===== config.mk =====
export PLATFORM = sky130hd
export DESIGN_NAME = kmerhc_ctrl
export DESIGN_NICKNAME = d
export VERILOG_FILES = /design/src/rtl/kmerhc_pkg.sv /design/src/rtl/kmerhc_ctrl.sv
export SDC_FILE = /design/constraint.sdc
export NUM_CORES = 1
export LEC_CHECK = 0
export CAP_MARGIN = 20
export CORE_AREA = 2 2 39 41
export CTS_BUF_LIST = sky130_fd_sc_hd__clkbuf_4
export DETAILED_ROUTE_END_ITERATION = 7
export DIE_AREA = 0 0 41 43
export DONT_BUFFER_PORTS = 1
export HOLD_SLACK_MARGIN = 0.02
export PLACE_DENSITY = 0.3
export SLEW_MARGIN = 20
export SYNTH_ARGS = -nofsm -noshare
export SYNTH_HDL_FRONTEND = slang
export SYNTH_SLANG_ARGS = --single-unit

===== constraint.sdc =====
create_clock -name clk_i -period 1 [get_ports clk_i]
set_input_delay 0.15 -clock clk_i [delete_from_list [all_inputs] [get_ports clk_i]]
set_output_delay 0.15 -clock clk_i [all_outputs]
set_load 0.02 [all_outputs]

===== src/rtl/kmerhc_pkg.sv =====
// Shared constants, codes and controller/datapath interface types for the k-mer counter.
package kmerhc_pkg;

  localparam int MAX_SEQ_LEN_DEF = 8192;
  localparam int MAX_K_DEF       = 8;

  localparam int SYM_W    = 8;
  localparam int IDX_W    = 16;
  localparam int CNT_W    = 16;
  localparam int STATUS_W = 2;
  localparam int K_W      = 4;
  localparam int EPOCH_W  = 8;

  localparam int CFG_IDX_W  = 4;
  localparam int CFG_DATA_W = 4;

  localparam logic [CFG_IDX_W-1:0] CFG_KMER_SIZE = 4'd0;
  localparam logic [CFG_IDX_W-1:0] CFG_CLAMP     = 4'd1;

  localparam logic [K_W-1:0] KMER_SIZE_RST = 4'd5;
  localparam logic [K_W-1:0] K_MIN         = 4'd3;

  localparam logic [STATUS_W-1:0] STATUS_OK        = 2'd0;
  localparam logic [STATUS_W-1:0] STATUS_BAD_SYM   = 2'd1;
  localparam logic [STATUS_W-1:0] STATUS_TOO_LONG  = 2'd2;
  localparam logic [STATUS_W-1:0] STATUS_TOO_SHORT = 2'd3;

  localparam logic [SYM_W-1:0] SYM_FIRST = 8'd1;
  localparam logic [SYM_W-1:0] SYM_LAST  = 8'd4;

  localparam logic [CNT_W-1:0] CNT_MAX   = 16'hFFFF;
  localparam logic [CNT_W-1:0] BYTE_MAX  = 16'd255;

  typedef struct packed {
    logic accept;
    logic sweep;
    logic finish;
  } kmerhc_cmd_t;

  typedef struct packed {
    logic wrap_pending;
    logic sweep_last;
    logic out_busy;
  } kmerhc_sts_t;

endpackage


===== src/rtl/kmerhc_ctrl.sv =====
// Controller state machine: table clearing sweep, item acceptance and result hand-off.
module kmerhc_ctrl (
  input  logic                  clk_i,
  input  logic                  rst_ni,
  input  logic                  in_valid_i,
  output logic                  in_stall_o,
  input  kmerhc_pkg::kmerhc_sts_t sts_i,
  output kmerhc_pkg::kmerhc_cmd_t cmd_o
);
  import kmerhc_pkg::*;

  localparam logic [1:0] S_SWEEP = 2'd0;
  localparam logic [1:0] S_IDLE  = 2'd1;
  localparam logic [1:0] S_LOOK  = 2'd2;

  logic [1:0] state_q, state_d;

  always_comb begin
    state_d      = state_q;
    in_stall_o   = 1'b1;
    cmd_o        = '0;
    unique case (state_q)
      S_SWEEP: begin
        cmd_o.sweep = 1'b1;
        if (sts_i.sweep_last) begin
          state_d = S_IDLE;
        end
      end
      S_IDLE: begin
        in_stall_o   = sts_i.wrap_pending;
        cmd_o.accept = in_valid_i && !sts_i.wrap_pending;
        if (in_valid_i && sts_i.wrap_pending) begin
          state_d = S_SWEEP;
        end else if (cmd_o.accept) begin
          state_d = S_LOOK;
        end
      end
      S_LOOK: begin
        if (!sts_i.out_busy) begin
          cmd_o.finish = 1'b1;
          state_d      = S_IDLE;
        end
      end
      default: begin
        state_d = S_SWEEP;
      end
    endcase
  end

  always_ff @(posedge clk_i or negedge rst_ni) begin
    if (!rst_ni) begin
      state_q <= S_SWEEP;
    end else begin
      state_q <= state_d;
    end
  end

endmodule


# [Yosys cells after proc, flatten, opt, wreduce, memory -nomap -nowiden]
# Cells that the tools add are included.
# Widths: inputs -> output; s select.
[word_totals] register_bits=2 output_inout_bits=4
[op_classes] n_eq_ne=5 n_mux=10 reduce_logical=5
[ops] cell="$mux 2" n=4
[ops] cell="$pmux 2 s3" n=1
[ops] cell="$mux 1" n=5
[ops] cell="$ne 2x2->1 const B" n=2
[ops] cell="$ne 3x3->1 const B" n=1
[ops] cell="$reduce_and 3->1" n=1
[ops] cell="$eq 2x1->1 const B" n=1
[ops] cell="$eq 2x2->1 const B" n=1
[ops] cell="$logic_and 1x1->1" n=2
[ops] cell="$logic_not 2->1" n=1
[ops] cell="$logic_not 1->1" n=1

# [Logic depth before layout (Yosys ltp)]
[logic_depth] ltp_word=5 ltp_mapped=2

# [Least setup slack after synthesis]
# Ideal clock, no wire load.
[synth_path] kind="register to output" startpoint="reg state_q[0]" endpoint="out cmd_o[0] (netlist name)" t_arrival_ns=0.956 setup_slack_ns=-0.106 path_stages_with_launch=2 n_path_buf=0 path_cell_list="dfrtp_1 -> nor3b_1"
[synth_lines] element="start: declaration" line="kmerhc_ctrl.sv:16" rtl="logic [1:0] state_q, state_d;"
[synth_lines] element="start signal: assignment" line="kmerhc_ctrl.sv:54" rtl="state_q <= state_d;"
[synth_lines] element="end: declaration" line="kmerhc_ctrl.sv:8" rtl="output kmerhc_pkg::kmerhc_cmd_t cmd_o"

==> impl_summary.txt <==
----------------------------------------------------
[Layout]
  Largest register by flop count ... state_q
  Most frequent cells in the layout ... 5 x sky130_fd_sc_hd__buf_4, 4 x sky130_fd_sc_hd__buf_6, 3 x sky130_fd_sc_hd__clkbuf_4
  Biggest regs ... state_q: 2 flops
  Signed area change from the synthesized netlist to the final layout ... 143.8%
  Area of all placed cells without fillers ... between 200 and 300 µm²
  Utilization of the core after routing ... between 20% and 30%
  Largest register FFs ... 2
  Post-layout instance count excluding filler cells ... 42
  ANT cells ... 0
  Share of final-layout standard cells stronger than drive strength 1 ... about 69%
  Final Net Count ... 34
  Most common cell after layout, fill and taps aside ... sky130_fd_sc_hd__buf_4

[Hold path]
  Worst min path class ... in2reg

[Synth]
  Synthesized instance count ... 12
  Synthesized cell area ... between 100 and 150 µm²
  Net count after synthesis ... 18
  Distinct cell type count of the synthesized netlist ... 10
  Total number of yosys warnings ... 0
  Average instance area after synthesis ... between 10 and 15 µm²
  Flip-flop and latch count after synthesis ... 2
  Sequential area share after synthesis ... between 40% and 50%

[STA]
  RSZ-0062 raised after global routing ... yes
  Worst-case clock skew ... ~0.0033 ns
  Time the final worst path needs with I/O delays and setup ... about 1.3 ns
  Hold slack ... 0.08347 ns
  Part of the cycle the worst path needs ... 125.2%
  Maximum achievable frequency ... 798.9 MHz
  Final Hold Fails ... 0
  Setup ws final ... -0.2517 ns
  Slew at the pin closest to its max-slew limit ... around 0.14 ns
  Max-Slew Margin vs Limit ... between 90% and 100%
  Max-slew violations ... 0
  Setup Viol. Count Final ... 5

[Floorplan]
  Initial core utilization ... between 8 and 9%
  Die Span X ... 41 µm
  Vertical extent of the die ... between 40 and 50 µm
  Floorplan Core Area ... 1384 µm²
  Number of primary I/O pins ... 10
  Std cell rows ... 14
  Die Area ... 1763 µm²

[Setup path]
  Data arrival at the endpoint of the critical path ... approximately 1.1 ns
  Largest fanout on the critical path ... 5
  Cell breakdown of the critical path ... and4bb_2 -> buf_12
  Critical Path Start Type ... register
  Crit path largest cell delay ... roughly 0.40 ns
  Worst setup EP type ... output port
  CP top delay family ... flip-flops
  Slowest CP cell ... sky130_fd_sc_hd__dfrtp_1
  Buffers & Inverters on Critical Path ... 1
  Required @ worst endpoint ... approximately 0.85 ns
  Class of the most critical setup path ... reg2out

[Global routing]
  Number of global-route vias before repair ... between 150 and 200
  Busiest layer in global routing ... met2
  GR Util met2 ... 7.813%
  All-Layer GR Usage ... approximately 5.4%
  Leftover overflow at the end of global routing ... 0
  Antenna violations before repair ... 0
  Global-route wire length before repair ... around 550 µm
  Met1 Track Usage GR ... 3.548%
  Met3 GRT Util ... approximately 4.7%
  Largest net degree at the start of global routing ... 6

[Power and ir drop]
  Switching share of total power ... about a third
  Static power due to leakage ... roughly 0.13 nW
  Sequential share of power ... 17.0%
  Power dissipated by switching net loads ... around 0.28 mW
  Clk pwr share ... between 20% and 30%
  Internal ... around 0.57 mW
  P per Cell Area ... just under 3000 nW/µm²
  Power share of the combinational group ... 61.9%
  Worst-case vdd ir drop ... between 0.4 and 0.5 mV

[Clocking]
  Root buf cell ... sky130_fd_sc_hd__clkbuf_4
  Clock Latency Late Sink ... between 0.2 and 0.25 ns
  Maximum count of clock buffers along a single path ... 2
  Sinks on the clock net ... 2
  Clock H-tree levels ... 1
  Clock-pin transition on the worst setup and hold timing paths ... around 0.030 ns
  CTS tree ... built
  Total clock buffers created by CTS ... 3

[Placed design]
  Placed cells ... 34
  Worst-case setup slack after placement ... -0.05028 ns
  Total placed instance area ... slightly above 200 µm²
  Number of port buffers ... 0
  Hpwl dp ... about 270 µm
  Placer's final routability congestion estimate ... 0.4670

[Detailed routing]
  WL final ... 396 µm
  Avg WL per Cell ... ~9.4 µm
  Residual DRC ... 0
  Per-cell via count in the routed design ... roughly 3.6
  Number of DRC markers in iteration 0 ... 1
  Remaining antenna violation count after routing ... 0
  TritonRoute pass-1 iters ... 2
  Vias ... 150

[Outcome]
  Violations in the final reports ... negative setup slack
  Result of the run ... complete, but fails checks

[Run]
  Max_cap viols ... 0

----------------------------------------------------
==> cell usage after synthesis <==
master | instances | area, µm²
sky130_fd_sc_hd__and4bb_1 | 1 | 12.51
sky130_fd_sc_hd__o21ai_0 | 1 | 5.000
sky130_fd_sc_hd__dfrtp_1 | 2 | 50.05
sky130_fd_sc_hd__a31o_1 | 1 | 8.760
sky130_fd_sc_hd__nor2_1 | 1 | 3.750
sky130_fd_sc_hd__nor3b_1 | 1 | 7.510
sky130_fd_sc_hd__inv_1 | 1 | 3.750
sky130_fd_sc_hd__or3_1 | 1 | 6.260
sky130_fd_sc_hd__o31a_2 | 1 | 10.01
sky130_fd_sc_hd__nor2b_1 | 2 | 12.51
==> through the flow <==
stage / total power [mW] / setup TNS, ns
floorplan: 0.3053 / -0.02018
global placement: 0.4512 / -0.06670
detailed placement: 0.4567 / -0.1453
CTS: 0.8300 / -1.010
global route: 0.9171 / -1.343
finish: 0.8516 / -1.122
==> worst reg2reg max path, cell delays in order, from the launching register on <==
cell and delay, ns:
sky130_fd_sc_hd__dfrtp_1 0.39, sky130_fd_sc_hd__buf_4 0.15, sky130_fd_sc_hd__buf_6 0.11, sky130_fd_sc_hd__nor2b_1 0.13
sky130_fd_sc_hd__o31a_2 0.28
==> kinds of logic (layout without fill, tap and decap cells) <==
kind of cell	count (synthesis)	in the layout	share of synthesized area [%]
AOI/OAI and AO/OA	3	3	19.79
buffers and inverters	1	15	3.122
DFF	2	2	41.67
and+or+nand+nor	6	6	35.42
==> worst paths after layout <==
| check | startpoint | end | slack (ns) | cells past startpoint |
|---|---|---|---|---|
| min | sts_i[0] | state_q[1] | 0.08 | 1 |
| min in group asynchronous | rst_ni | state_q[1] | 0.16 | 1 |
| max reg2reg | state_q[0] | state_q[0] | -0.18 | 4 |
| max in group asynchronous | rst_ni | state_q[0] | 0.72 | 1 |
| max | state_q[1] | cmd_o[2] | -0.25 | 2 |
| min reg2reg | state_q[1] | state_q[0] | 0.59 | 1 |
==> layout make-up <==
class                   instances  area, µm²
fillers                       154       1091
well taps                      16      20.02
flip-flops and latches          2      50.05
clock buffers                   3      22.52
inverters                       1      3.754
repair buffers                 11      112.6
multi-input cells               9      83.83
==> routing by layer <==
| layer | vias to the layer above | part of all wire (%) | wire [µm] |
|---|---|---|---|
| li1 | 74 | - | - |
| met1 | 66 | 35 | 140 |
| met2 | 10 | 51 | 202 |
| met3 | 0 | 13 | 53 |
| met4 | 0 | 0 | 0 |
| met5 | - | 0 | 0 |
==> repair_timing <==
item	4_1_cts	5_1_grt
resized for setup	8	0
endpoints found under the hold margin	2	0
setup buffers	3	1
hold buffers	1	0
setup endpoints to repair	5	6
pin swaps	4	1
==> power groups by stage <==
| stage | Combinational [mW] | Clock, mW | Sequential (mW) |
|---|---|---|---|
| after floorplan | 0.154 | 0 | 0.151 |
| after global placement | 0.300 | 0 | 0.151 |
| after detailed placement | 0.299 | 0 | 0.158 |
| after CTS | 0.490 | 0.193 | 0.147 |
| after global routing | 0.568 | 0.200 | 0.149 |
| final | 0.527 | 0.180 | 0.145 |
(Power assumes the default switching activity.)
